`src/design/gdow_pkg.sv`:
```
// Shared types, constants and calendar tables for the day-of-week pipeline.
`timescale 1ns / 1ps

package gdow_pkg;

  localparam int YEAR_BITS    = 14;
  localparam int MONTH_BITS   = 4;
  localparam int DAY_BITS     = 5;
  localparam int DAY_NUM_BITS = 23;
  localparam int WDAY_BITS    = 3;
  localparam int MDAY_BITS    = 9;
  // Day count before truncation to the output width; fits any year below 2**YEAR_BITS.
  localparam int COUNT_BITS   = YEAR_BITS + 9;

  localparam int FIRST_YEAR     = 1900;
  localparam int DAYS_PER_YEAR  = 365;
  localparam int CENTURY        = 100;
  localparam int LEAPS_BEFORE   = (FIRST_YEAR - 1) / 4 - (FIRST_YEAR - 1) / 100
                                  + (FIRST_YEAR - 1) / 400;

  // year / 100 as (year * DIV100_MULT) >> DIV100_SHIFT, exact for every year code
  localparam int     DIV100_SHIFT     = YEAR_BITS + 7;
  localparam int     MULT_BITS        = YEAR_BITS + 1;
  localparam int     PROD_BITS        = YEAR_BITS + MULT_BITS;
  localparam longint DIV100_MULT_FULL = ((longint'(1) << DIV100_SHIFT) + CENTURY - 1)
                                        / CENTURY;
  localparam logic [MULT_BITS-1:0] DIV100_MULT = MULT_BITS'(DIV100_MULT_FULL);

  // Octal digits of the day count, summed for the mod-7 reduction
  localparam int MOD7_DIGITS = (COUNT_BITS + 2) / 3;
  localparam int SUM_BITS    = 8;

  localparam logic [MONTH_BITS-1:0] MONTH_JAN = 4'd1;
  localparam logic [MONTH_BITS-1:0] MONTH_FEB = 4'd2;
  localparam logic [MONTH_BITS-1:0] MONTH_DEC = 4'd12;

  typedef struct packed {
    logic [YEAR_BITS-1:0]  year;
    logic [MONTH_BITS-1:0] month;
    logic [DAY_BITS-1:0]   day;
  } in_t;

  typedef struct packed {
    logic                    date_valid;
    logic                    is_leap;
    logic [DAY_NUM_BITS-1:0] day_number;
    logic [WDAY_BITS-1:0]    weekday;
  } out_t;

  typedef struct packed {
    logic [YEAR_BITS-1:0]  year;
    logic [MONTH_BITS-1:0] month;
    logic [DAY_BITS-1:0]   day;
    logic [PROD_BITS-1:0]  prod;
  } s1_t;

  typedef struct packed {
    logic                  date_valid;
    logic                  is_leap;
    logic [COUNT_BITS-1:0] year_days;
    logic [YEAR_BITS-1:0]  leap_quarter;
    logic [YEAR_BITS-1:0]  cent;
    logic [MDAY_BITS-1:0]  mday;
  } s2_t;

  typedef struct packed {
    logic                  date_valid;
    logic                  is_leap;
    logic [COUNT_BITS-1:0] count;
  } s3_t;

  function automatic logic [MDAY_BITS-1:0] days_before_month(
    input logic [MONTH_BITS-1:0] month
  );
    logic [MDAY_BITS-1:0] d;
    case (month)
      4'd1:    d = 9'd0;
      4'd2:    d = 9'd31;
      4'd3:    d = 9'd59;
      4'd4:    d = 9'd90;
      4'd5:    d = 9'd120;
      4'd6:    d = 9'd151;
      4'd7:    d = 9'd181;
      4'd8:    d = 9'd212;
      4'd9:    d = 9'd243;
      4'd10:   d = 9'd273;
      4'd11:   d = 9'd304;
      4'd12:   d = 9'd334;
      default: d = 9'd0;
    endcase
    return d;
  endfunction

  function automatic logic [DAY_BITS-1:0] month_length(
    input logic [MONTH_BITS-1:0] month,
    input logic                  leap
  );
    logic [DAY_BITS-1:0] len;
    case (month)
      4'd2:                   len = leap ? 5'd29 : 5'd28;
      4'd4, 4'd6, 4'd9, 4'd11: len = 5'd30;
      default:                len = 5'd31;
    endcase
    return len;
  endfunction

endpackage

```
`src/design/gdow_div.sv`:
```
// Stage 1: captures the date and forms the year-by-reciprocal product for year / 100.
`timescale 1ns / 1ps

module gdow_div (
  input  logic         clk_i,
  input  logic         rst_ni,
  input  logic         valid_i,
  output logic         stall_o,
  input  gdow_pkg::in_t data_i,
  output logic         valid_o,
  input  logic         stall_i,
  output gdow_pkg::s1_t data_o
);
  import gdow_pkg::*;

  logic valid_q;
  s1_t  data_d;
  s1_t  data_q;

  assign stall_o = valid_q && stall_i;

  always_comb begin
    data_d.year  = data_i.year;
    data_d.month = data_i.month;
    data_d.day   = data_i.day;
    data_d.prod  = PROD_BITS'(data_i.year) * PROD_BITS'(DIV100_MULT);
  end

  always_ff @(posedge clk_i or negedge rst_ni) begin
    if (!rst_ni) begin
      valid_q <= 1'b0;
    end else if (!stall_o) begin
      valid_q <= valid_i;
    end
  end

  always_ff @(posedge clk_i) begin
    if (valid_i && !stall_o) begin
      data_q <= data_d;
    end
  end

  assign valid_o = valid_q;
  assign data_o  = data_q;

endmodule

```
`src/design/gdow_date.sv`:
```
// Stage 2: leap rule, date check, day of year and whole-year day count.
`timescale 1ns / 1ps

module gdow_date (
  input  logic          clk_i,
  input  logic          rst_ni,
  input  logic          valid_i,
  output logic          stall_o,
  input  gdow_pkg::s1_t data_i,
  output logic          valid_o,
  input  logic          stall_i,
  output gdow_pkg::s2_t data_o
);
  import gdow_pkg::*;

  logic valid_q;
  s2_t  data_d;
  s2_t  data_q;

  assign stall_o = valid_q && stall_i;

  always_comb begin
    logic [YEAR_BITS-1:0] q;
    logic [YEAR_BITS-1:0] hund;
    logic [YEAR_BITS-1:0] year_off;
    logic [YEAR_BITS-1:0] year_m1;
    logic                 div100;
    logic                 leap;
    logic [DAY_BITS-1:0]  len;
    q        = YEAR_BITS'(data_i.prod >> DIV100_SHIFT);
    hund     = YEAR_BITS'(q * YEAR_BITS'(CENTURY));
    div100   = (data_i.year == hund);
    // century years are leap only when the century count is a multiple of four
    leap     = (data_i.year[1:0] == 2'b00) && (!div100 || (q[1:0] == 2'b00));
    len      = month_length(data_i.month, leap);
    year_off = data_i.year - YEAR_BITS'(FIRST_YEAR);
    year_m1  = data_i.year - YEAR_BITS'(1);

    data_d.is_leap      = leap;
    data_d.date_valid   = (data_i.year >= YEAR_BITS'(FIRST_YEAR))
                          && (data_i.month >= MONTH_JAN) && (data_i.month <= MONTH_DEC)
                          && (data_i.day != '0) && (data_i.day <= len);
    data_d.year_days    = COUNT_BITS'(year_off) * COUNT_BITS'(DAYS_PER_YEAR);
    data_d.leap_quarter = year_m1 >> 2;
    // (year - 1) / 100 from year / 100
    data_d.cent         = q - YEAR_BITS'(div100);
    data_d.mday         = days_before_month(data_i.month)
                          + MDAY_BITS'((data_i.month > MONTH_FEB) && leap)
                          + MDAY_BITS'(data_i.day);
  end

  always_ff @(posedge clk_i or negedge rst_ni) begin
    if (!rst_ni) begin
      valid_q <= 1'b0;
    end else if (!stall_o) begin
      valid_q <= valid_i;
    end
  end

  always_ff @(posedge clk_i) begin
    if (valid_i && !stall_o) begin
      data_q <= data_d;
    end
  end

  assign valid_o = valid_q;
  assign data_o  = data_q;

endmodule

```
`src/design/gdow_sum.sv`:
```
// Stage 3: adds whole years, leap days and day of year into the day count.
`timescale 1ns / 1ps

module gdow_sum (
  input  logic          clk_i,
  input  logic          rst_ni,
  input  logic          valid_i,
  output logic          stall_o,
  input  gdow_pkg::s2_t data_i,
  output logic          valid_o,
  input  logic          stall_i,
  output gdow_pkg::s3_t data_o
);
  import gdow_pkg::*;

  logic valid_q;
  s3_t  data_d;
  s3_t  data_q;

  assign stall_o = valid_q && stall_i;

  always_comb begin
    logic [COUNT_BITS-1:0] leaps;
    // leap years in 1900 .. year-1
    leaps = COUNT_BITS'(data_i.leap_quarter) - COUNT_BITS'(data_i.cent)
            + COUNT_BITS'(data_i.cent >> 2) - COUNT_BITS'(LEAPS_BEFORE);
    data_d.date_valid = data_i.date_valid;
    data_d.is_leap    = data_i.is_leap;
    data_d.count      = data_i.date_valid
                        ? (data_i.year_days + leaps + COUNT_BITS'(data_i.mday))
                        : '0;
  end

  always_ff @(posedge clk_i or negedge rst_ni) begin
    if (!rst_ni) begin
      valid_q <= 1'b0;
    end else if (!stall_o) begin
      valid_q <= valid_i;
    end
  end

  always_ff @(posedge clk_i) begin
    if (valid_i && !stall_o) begin
      data_q <= data_d;
    end
  end

  assign valid_o = valid_q;
  assign data_o  = data_q;

endmodule

```
`src/design/gdow_mod7.sv`:
```
// Stage 4: weekday as day count mod 7, using 8 == 1 (mod 7) on octal digits; output register.
`timescale 1ns / 1ps

module gdow_mod7 (
  input  logic          clk_i,
  input  logic          rst_ni,
  input  logic          valid_i,
  output logic          stall_o,
  input  gdow_pkg::s3_t data_i,
  output logic          valid_o,
  input  logic          stall_i,
  output gdow_pkg::out_t data_o
);
  import gdow_pkg::*;

  logic valid_q;
  out_t data_d;
  out_t data_q;

  assign stall_o = valid_q && stall_i;

  always_comb begin
    logic [MOD7_DIGITS*3-1:0] padded;
    logic [SUM_BITS-1:0]      sum;
    logic [4:0]               fold1;
    logic [3:0]               fold2;
    logic [3:0]               rem;
    padded = (MOD7_DIGITS * 3)'(data_i.count);
    sum    = '0;
    for (int i = 0; i < MOD7_DIGITS; i++) begin
      sum = sum + SUM_BITS'(padded[3*i +: 3]);
    end
    fold1 = 5'(sum[7:6]) + 5'(sum[5:3]) + 5'(sum[2:0]);
    fold2 = 4'(fold1[4:3]) + 4'(fold1[2:0]);
    rem   = (fold2 >= 4'd7) ? (fold2 - 4'd7) : fold2;

    data_d.date_valid = data_i.date_valid;
    data_d.is_leap    = data_i.is_leap;
    data_d.day_number = DAY_NUM_BITS'(data_i.count);
    data_d.weekday    = WDAY_BITS'(rem);
  end

  always_ff @(posedge clk_i or negedge rst_ni) begin
    if (!rst_ni) begin
      valid_q <= 1'b0;
    end else if (!stall_o) begin
      valid_q <= valid_i;
    end
  end

  always_ff @(posedge clk_i) begin
    if (valid_i && !stall_o) begin
      data_q <= data_d;
    end
  end

  assign valid_o = valid_q;
  assign data_o  = data_q;

endmodule

```
`src/design/gregorian_day_of_week.sv`:
```
// Top level of the Gregorian date to day-number and weekday converter.
// Converts one date (year, month, day) per clock into its day number counted from
// 1 January 1900 as day 1, its weekday (0 is Sunday), a leap-year flag and a validity
// flag; day number and weekday read zero for an invalid or pre-1900 date. The path is
// four register stages: reciprocal multiply for year / 100, leap rule and date check,
// day-count sum, and mod-7 reduction into the output register. A new date is taken
// every cycle while in_stall_o is low. Each stage holds its item only while the stage
// after it is full and stalled, so empty stages keep filling while the output
// waits and no item is dropped or repeated.
`timescale 1ns / 1ps

module gregorian_day_of_week (
  input  logic           clk_i,
  input  logic           rst_ni,
  input  logic           in_valid_i,
  output logic           in_stall_o,
  input  gdow_pkg::in_t  in_data_i,
  output logic           out_valid_o,
  input  logic           out_stall_i,
  output gdow_pkg::out_t out_data_o
);
  import gdow_pkg::*;

  logic s1_valid;
  logic s1_stall;
  s1_t  s1_data;
  logic s2_valid;
  logic s2_stall;
  s2_t  s2_data;
  logic s3_valid;
  logic s3_stall;
  s3_t  s3_data;

  gdow_div u_div (
    .clk_i   (clk_i),
    .rst_ni  (rst_ni),
    .valid_i (in_valid_i),
    .stall_o (in_stall_o),
    .data_i  (in_data_i),
    .valid_o (s1_valid),
    .stall_i (s1_stall),
    .data_o  (s1_data)
  );

  gdow_date u_date (
    .clk_i   (clk_i),
    .rst_ni  (rst_ni),
    .valid_i (s1_valid),
    .stall_o (s1_stall),
    .data_i  (s1_data),
    .valid_o (s2_valid),
    .stall_i (s2_stall),
    .data_o  (s2_data)
  );

  gdow_sum u_sum (
    .clk_i   (clk_i),
    .rst_ni  (rst_ni),
    .valid_i (s2_valid),
    .stall_o (s2_stall),
    .data_i  (s2_data),
    .valid_o (s3_valid),
    .stall_i (s3_stall),
    .data_o  (s3_data)
  );

  gdow_mod7 u_mod7 (
    .clk_i   (clk_i),
    .rst_ni  (rst_ni),
    .valid_i (s3_valid),
    .stall_o (s3_stall),
    .data_i  (s3_data),
    .valid_o (out_valid_o),
    .stall_i (out_stall_i),
    .data_o  (out_data_o)
  );

endmodule

```
`config.mk`:
```
export PLATFORM = sky130hd
export DESIGN_NAME = gregorian_day_of_week
export DESIGN_NICKNAME = d
export VERILOG_FILES = /design/src/design/gdow_pkg.sv /design/src/design/gdow_div.sv /design/src/design/gdow_date.sv /design/src/design/gdow_sum.sv /design/src/design/gdow_mod7.sv /design/src/design/gregorian_day_of_week.sv
export SDC_FILE = /design/constraint.sdc
export NUM_CORES = 1
export LEC_CHECK = 0
export BUFFER_PORTS_ARGS = -buffer_cell sky130_fd_sc_hd__buf_2
export CAP_MARGIN = 15
export CORE_ASPECT_RATIO = 0.7
export CORE_MARGIN = 4
export CORE_UTILIZATION = 60
export CTS_BUF_LIST = sky130_fd_sc_hd__clkbuf_8
export DETAILED_ROUTE_END_ITERATION = 16
export PLACE_DENSITY = 0.78
export RECOVER_POWER = 50
export SETUP_SLACK_MARGIN = 0.15
export SYNTH_ARGS = -nofsm -noshare
export SYNTH_HDL_FRONTEND = slang
export SYNTH_SLANG_ARGS = --single-unit
```
`constraint.sdc`:
```
create_clock -name clk_i -period 12.18 [get_ports clk_i]
set_clock_uncertainty 0.2 [all_clocks]
set_input_delay 1.218 -clock clk_i [delete_from_list [all_inputs] [get_ports clk_i]]
set_output_delay 1.218 -clock clk_i [all_outputs]
set_load 0.01 [all_outputs]
```
* After elaboration in Yosys (flattened, before gate mapping)
Memories as Yosys holds them, arrays and structs flattened. A register that Yosys moved wholly into a read port is not among the register bits.
Index checks and enable logic that the tools add are counted.
** Operators by class
- Bitwise logic cells :: 0
- $mul :: 3
- Mux-type cells :: 4
- Div/mod/pow operators :: 0
- Add/subtract/negate cells :: 21
- Equality and inequality tests :: 6
- Reduce and logical (&&, ||, !) cells :: 24
- Magnitude comparators :: 6
- Shifts and indexed selects :: 0
** Operators by type and width (count)
- adder 8 x 3 -> 8 bit :: 5
- multiplier 14 x 13 -> 27 bit, second input constant :: 1
- adder 23 x 12 -> 23 bit :: 1
- adder 23 bit :: 1
- adder 23 x 9 -> 23 bit :: 1
- multiplier 14 x 9 -> 23 bit, second input constant :: 1
- subtractor 23 x 9 -> 23 bit, second input constant :: 1
- subtractor 12 x 14 -> 15 bit :: 1
- == test 14 bit :: 1
- greater-or-equal comparator 14 x 11 -> 1 bit, second input constant :: 1
- logical AND 1 bit :: 14
- subtractor 14 x 1 -> 14 bit, second input constant :: 1
- subtractor 14 x 11 -> 14 bit, second input constant :: 1
- multiplier 8 x 5 -> 12 bit, second input constant :: 1
- case mux 5 bit (2 select lines) :: 1
- adder 9 x 1 -> 9 bit :: 1
- adder 9 x 5 -> 9 bit :: 1
- subtractor 8 x 1 -> 9 bit :: 1
- adder 2 x 3 -> 4 bit :: 2
- adder 8 x 2 -> 8 bit :: 1
- == test 4 x 3 -> 1 bit, second input constant :: 2
- == test 4 bit, second input constant :: 2
- adder 5 x 3 -> 5 bit :: 1
- less-or-equal comparator 5 bit :: 1
- other kinds (15) :: 20
** Word-level totals
- Register bits :: 167
- Input bits :: 27
- Bits in latches :: 0
- Bits in read-only memories :: 144
- Memories :: 1
- Bits in writable memories :: 0
** Memories
- (no name shown) :: depth 16, width 9, read ports 1, clocked after memory_dff 1, wr ports 0, line gdow_pkg.sv:76 : case (month)

* Depth between registers and ports, before layout
Gate-level depths: netlist (run 1).
- Word-level depth :: 12
- Mapped depth :: 23
- Gate-level depth less buffers :: 22

* Hierarchy
Synthesis (run 1) repeated with hierarchy kept, for this count alone.
** Unflattened totals
- Cell total of the unflattened synthesis :: 1679
- Area total of the unflattened synthesis :: 17355.4 µm²
** By module, submodules not included
- gdow_date :: cells each 613, seq. area each 1676.6 µm², times used 1, area an instance 6306.0 µm²
- gdow_div :: cells each 525, seq. area each 1496.4 µm², times used 1, area an instance 5584.1 µm²
- gdow_sum :: cells each 423, seq. area each 775.7 µm², times used 1, area an instance 3762.4 µm²
- gdow_mod7 :: cells each 118, seq. area each 865.8 µm², times used 1, area an instance 1702.9 µm²

* Least setup slack after synthesis (run 1)
Ideal clock, no wire load.
- Path kind :: register -> register
- Start :: reg u_sum.data_q (netlist bit u_sum.data_o[0])
- End :: reg u_mod7.data_q (netlist bit u_mod7.data_o[1]), data pin
- Arrival :: 5.456 ns
- Path slack :: 6.264 ns
- Buffers on the path :: 0
- Stages on the path, launching flop included :: 22
- Cells stage by stage :: edfxtp_1 ha_1 fa_1 xor2_1 fa_1 inv_1 fa_1 fa_1 inv_1 ha_1 a21o_1 a21oi_1 xnor2_1 ha_1 a21o_1 a21o_1 ha_1 ha_1 ha_1 a22oi_1 a21oi_1 mux2_2
** RTL lines
- from (decl) :: line gdow_sum.sv:18 : s3_t data_q;
- from (signal assigned) :: line gdow_sum.sv:44 : data_q <= data_d;
- to (signal assigned) :: line gdow_mod7.sv:53 : data_q <= data_d;
- to (decl) :: line gdow_mod7.sv:18 : out_t data_q;

==> flow_summary_export.csv, run 1 <==
group,metric,value,unit
run_status,status,"finished with violations",
run_status,violations,"capacitance limit, slew limit",
timing,slew_violations,56,
global_routing,grt_antenna_before_repair,0,
cts,post_cts_buffers,0,
synthesis,syn_area,0.0159,mm²
min_path,whs_path_depth,0,
drt,wl_met1,14800,µm
drt,drt-total-wl,31500,µm
cts,cts_tree,"built",
setup_path,end_kind,"register",
cts,cts_resized,0,
place,dpl.hpwl,26400,µm
timing,rsz0062_at_grt,"false",
synthesis,async_reset_ff_share,2.63,%
drt,wl_per_cell,16.4,µm
global_routing,grt_usage,22.2,%
floorplan,core,0.0259,mm²
drt,routed.top_layer,"met4",
floorplan,die_w,203,µm
drt,vias,10400,
setup_path,cp.required,12.33,ns
timing,slew_headroom,-98.2,%
place,dp_cells,1885,
cts,cts-root-buf,"clkbuf_8",
cts,insertion_delay,0.48,ns
cts,cts_buffers,17,
layout,syn_to_final_growth,6.59,%
timing,post-route-period-util,52.8,%
timing,finalCriticalPeriod,6.43,ns
synthesis,yosys_warnings,0,
synthesis,syn_area_per_cell,10.8,µm²
place,place.port_buffers,56,
drt,drtAntennaViolNets,0,
drt,wl_met2,13700,µm
floorplan,io_pins,57,
setup_path,ff2ff_setup_slack,5.75,ns
synthesis,ys_seq_elements,152,
layout,drive_gt1_share,5.57,%
floorplan,dieArea,0.0293,mm²
drt,via_per_inst,5.40,
timing,whs,0.225,ns
synthesis,synth-edff-count,139,
cts,clkTransAtPathRegs,0.10,ns
drt,drc,0,
synthesis,synth_top_area_cell,"edfxtp_1",
timing,max_clock_freq,0.155,GHz
setup_path,worstSetupStartpointType,"register",
setup_path,cp_cell_sequence,"ha_1 > or2_2 > a31oi_1 > nor2_1 > nor2_1 > xor2_1 > ha_1 > inv_1 > fa_1 > fa_1 > inv_1 > fa_1 > ha_1 > a211o_1 > or3_1 > o21bai_1 > o21bai_1 > or4_1 > nand3_1",
setup_path,cp_num_buf_inv,2,
timing,timing.setup.tns,0,ns
setup_path,critPathKind,"reg2reg",
layout,final_common_cell,"inv_1",
drt,drt-pass1-iter-count,6,
layout,stdcell_area,0.0170,mm²
setup_path,crit_family,"adder cells",
cts,clock_tree.buffer_depth,2,
floorplan,rows,49,
setup_path,cp_slowest_cell,"edfxtp_1",
layout,fin_cells,1918,
layout,final_cell_mix,"inv_1 (348), ha_1 (289), fa_1 (151), edfxtp_1 (139), xnor2_1 (66)",
cts,cts.sinks,152,
synthesis,ys_seq_area_share,27.9,%
timing,tightest_slew,2.97,ns
floorplan,start_util,61.5,%
timing,setup-violations-final,0,
drt,dr_wl_met3,2720,µm
global_routing,grt_start_max_net_pins,56,
global_routing,grt_pass1_wl,51500,µm
synthesis,yosys.area.top_type_share,26.2,%
cts,cts_hold_buf,0,
synthesis,synthFlopType,"edfxtp_1",
setup_path,r2r_cells,19,
cts,h-tree-depth,4,
setup_path,slowest_delay,0.54,ns
floorplan,die_y,144,µm
setup_path,worst-path-max-fanout,6,
layout,fin_nets,2015,
flow_run,cap_violations,1,
global_routing,grt_pass1_vias,10200,
setup_path,r2r_end,"u_date.data_o[54]",
global_routing,overflow,0,
setup_path,r2r-start,"u_div.data_o[40]",
synthesis,synthCells,1481,
timing,finalHoldViolations,0,
min_path,whs_endpoint,"u_mod7.data_o[27]",
synthesis,synth_area_leaders,"edfxtp_1 (26%), ha_1 (23%), fa_1 (19%), inv_1 (8.2%), xnor2_1 (3.6%)",
place,place.gp.congestion,0.866,
synthesis,synth.distinct_cells,70,
layout,n_antenna_cell,0,
place,placedInstanceArea,0.0166,mm²
synthesis,syn-num-nets,1948,
min_path,worstHoldStart,"u_sum.data_o[24]",
min_path,hp-class,"reg2reg",
drt,drtIter0Drc,609,
setup_path,arrival,6.59,ns
==> Yosys cell counts, types with 13 or more instances <==
master and count:
a21o_1 20, xor2_1 38, edfxtp_1 139, inv_1 347, xnor2_1 66, o21ai_0 43, and2_1 18, a21oi_1 58
nand3_1 18, ha_1 289, nor2_1 35, fa_1 151, nor3_1 14, o21bai_1 13, nand2_1 49
==> per-layer routing <==
metal | GRT usage, % | vias to the layer above
met5 | 0 | -
met4 | 2.93 | 0
met3 | 7.08 | 25
met2 | 33.8 | 274
met1 | 32.4 | 4985
li1 | - | 5074
==> sequential cells by signal, indices dropped and copies added, names as in the netlist, named ones only <==
signal,count
u_date.valid_o,1
u_div.data_o,31
u_sum.data_o,25
u_mod7.valid_o,1
u_sum.valid_o,1
u_div.valid_o,1
u_date.data_o,55
u_mod7.data_o,28
==> final cells by class <==
| type | count | area (µm²) |
|---|---|---|
| Sequential cell | 152 | 4450 |
| Multi-Input combinational cell | 970 | 10100 |
| Inverter | 347 | 1300 |
| Tap cell | 357 | 447 |
| Fill cell | 1995 | 8940 |
| Clock inverter | 15 | 155 |
| Timing Repair Buffer | 60 | 269 |
| Clock buffer | 17 | 234 |
==> worst max-delay path by stage <==
stage | cells after the start | from | endpoint | slack [ns]
floorplan | 21 | u_sum.data_o[0] | u_mod7.data_o[1] | 6.26
global placement | 19 | u_div.data_o[40] | u_date.data_o[54] | 5.95
detailed placement | 18 | in_data_i[14] | u_div.data_o[24] | 5.72
CTS | 19 | u_div.data_o[40] | u_date.data_o[54] | 5.77
global route | 19 | u_div.data_o[40] | u_date.data_o[54] | 5.47
finish | 19 | u_div.data_o[40] | u_date.data_o[54] | 5.75
==> stage by stage <==
step	setup WS (ns)	util [%]
6_report	5.75	65.5
2_1_floorplan	6.26	-
3_5_place_dp	5.72	64.1
5_1_grt	5.47	65.5
4_1_cts	5.77	65.6
3_3_place_gp	5.95	64.1
==> logic make-up (layout without fill, tap and decap cells) <==
family | Yosys count | in the layout | share of synthesized area (%)
XOR/XNOR | 104 | 104 | 5.72
AND/OR/NAND/NOR | 203 | 203 | 6.65
flip-flops | 152 | 152 | 27.9
buffers and inverters | 359 | 439 | 8.54
adder cells (fa/ha/maj) | 440 | 440 | 41.7
multiplexers | 7 | 7 | 0.479
AO/OA/AOI/OAI | 216 | 216 | 9.01
Power of run 1 is not shown: default switching activity piles up to over one toggle a cycle in this logic, so the estimate is an artifact.
==> run 2, diff against run 1 <==
--- a/config.mk
+++ b/config.mk
@@ -9,10 +9,10 @@
 export CAP_MARGIN = 15
 export CORE_ASPECT_RATIO = 0.7
 export CORE_MARGIN = 4
-export CORE_UTILIZATION = 60
+export CORE_UTILIZATION = 59
 export CTS_BUF_LIST = sky130_fd_sc_hd__clkbuf_8
 export DETAILED_ROUTE_END_ITERATION = 16
-export PLACE_DENSITY = 0.78
+export PLACE_DENSITY = 0.79
 export RECOVER_POWER = 50
 export SETUP_SLACK_MARGIN = 0.15
 export SYNTH_ARGS = -nofsm -noshare
==> constraint.sdc (replaced) <==
create_clock -name clk_i -period 5.86 [get_ports clk_i]
set_clock_uncertainty 0.2 [all_clocks]
set_input_delay 0.586 -clock clk_i [delete_from_list [all_inputs] [get_ports clk_i]]
set_output_delay 0.586 -clock clk_i [all_outputs]
set_load 0.01 [all_outputs]
==> flow_summary_export.csv, run 2 (synthesis gave the netlist of run 1 again) <==
group,metric,value,unit
floorplan,die_w,204,µm
global_routing,grt_antenna_before_repair,0,
layout,syn_to_final_growth,9.65,%
cts,insertion_delay,0.48,ns
layout,drive_gt1_share,10.2,%
min_path,hp-class,"in2reg",
layout,fin_nets,2052,
layout,fin_cells,1963,
place,dp_cells,1912,
timing,finalHoldViolations,0,
setup_path,cp_common_cell,"fa_2",
cts,cts.sinks,152,
drt,drc,0,
drt,via_per_inst,5.36,
setup_path,cp_cell_sequence,"ha_2 > fa_2 > inv_1 > fa_2 > fa_2 > fa_1 > inv_1 > ha_2 > fa_2 > xor2_1 > ha_1 > fa_1 > ha_4 > ha_4 > a22oi_2 > a21oi_2 > mux2_4",
setup_path,worst-path-max-fanout,3,
cts,cts_tree,"built",
cts,clock_tree.buffer_depth,2,
timing,tightest_slew,0.744,ns
place,place.gp.congestion,0.884,
drt,drt-pass1-iter-count,7,
layout,final_cell_mix,"inv_1 (342), ha_1 (279), fa_1 (147), edfxtp_1 (139), xnor2_1 (65)",
floorplan,io_pins,57,
cts,clkTransAtPathRegs,0.09,ns
global_routing,grt_pass1_wl,53100,µm
global_routing,overflow,0,
global_routing,grt_usage,22.2,%
setup_path,slowest_delay,0.54,ns
place,dpl.hpwl,26300,µm
layout,final_common_cell,"inv_1",
floorplan,start_util,59.8,%
global_routing,grt_pass1_vias,10500,
cts,h-tree-depth,4,
timing,setup-violations-final,0,
setup_path,cp_num_buf_inv,2,
cts,cts-root-buf,"clkbuf_8",
setup_path,worstSetupStartpointType,"register",
setup_path,arrival,5.82,ns
timing,finalCriticalPeriod,5.79,ns
timing,slew_headroom,49.0,%
setup_path,critPathKind,"reg2reg",
global_routing,grt_start_max_net_pins,56,
floorplan,die_y,146,µm
timing,post-route-period-util,98.8,%
floorplan,dieArea,0.0297,mm²
place,place.port_buffers,56,
drt,drtAntennaViolNets,0,
drt,wl_per_cell,16.4,µm
setup_path,cp_slowest_cell,"fa_1",
setup_path,end_kind,"register",
timing,timing.setup.tns,0,ns
cts,cts_buffers,17,
run_status,status,"completed",
timing,rsz0062_at_grt,"true",
timing,slew_violations,0,
flow_run,cap_violations,0,
drt,drtIter0Drc,772,
floorplan,core,0.0267,mm²
floorplan,rows,50,
setup_path,crit_family,"adder cells",
drt,drt-total-wl,32100,µm
layout,largest_register_ffs,55,
setup_path,cp.required,5.89,ns
drt,vias,10500,
timing,max_clock_freq,0.173,GHz
timing,whs,0.0806,ns
==> run 2: metrics by stage <==
| stage | util, % | area (µm²) | worst slack (ns) |
|---|---|---|---|
| final | 65.6 | 17500 | 0.0710 |
| after global routing | 65.6 | 17500 | -0.0937 |
| after CTS | 65.0 | 17300 | 0.135 |
| after detailed placement | 63.1 | 16800 | -0.122 |
| after global placement | 63.1 | 16800 | 0.0423 |
| after floorplan | - | 16000 | 0.156 |
==> run 2: timing repair <==
item | 4_1_cts | 5_1_grt
setup endpoints to repair | 5 | 12
hold endpoints to repair | 4 | 0
buffers inserted | 4 | 12
resized for setup | 16 | 18
pin swaps | 18 | 25
hold buffers | 1 | 0
==> run 2: final cells by class <==
class	count	area (µm²)
clock buffer	17	234
fill	2018	9180
inverter	347	1300
tap	364	455
timing repair buffer	97	569
clock inverter	15	139
sequential	152	4450
antenna	1	2.50
multi-input combinational	970	10300
==> run 2: final timing paths <==
| path | start | endpoint | slack (ns) | cells after the start |
|---|---|---|---|---|
| max | u_sum.data_o[3] | u_mod7.data_o[1] | 0.07 | 17 |
| min | in_data_i[2] | u_div.data_o[31] | 0.08 | 1 |
| max reg2reg | u_sum.data_o[3] | u_mod7.data_o[1] | 0.07 | 17 |
| min reg2reg | u_sum.data_o[23] | u_mod7.data_o[26] | 0.23 | 0 |
| max in group asynchronous | rst_ni | u_div.valid_o | 5.02 | 2 |
| min in group asynchronous | rst_ni | u_sum.valid_o | 0.26 | 2 |
==> run 2: per-layer routing <==
| layer | GRT usage (%) | part of all wire, % | vias up |
|---|---|---|---|
| met4 | 4.05 | 1.3 | 0 |
| met3 | 7.46 | 8.6 | 37 |
| li1 | - | - | 5153 |
| met1 | 33.0 | 48 | 5041 |
| met5 | 0 | 0 | - |
| met2 | 32.2 | 43 | 296 |
==> run 2: worst reg2reg max path, cell delays in order (launching register included) <==
cell and delay, ns:
edfxtp_1 0.42, ha_2 0.22, fa_2 0.52, inv_1 0.05, fa_2 0.53, fa_2 0.44, fa_1 0.51, inv_1 0.05
ha_2 0.20, fa_2 0.37, xor2_1 0.15, ha_1 0.21, fa_1 0.54, ha_4 0.33, ha_4 0.15, a22oi_2 0.06
a21oi_2 0.24, mux2_4 0.34
Power of run 2 is left out for the same reason.
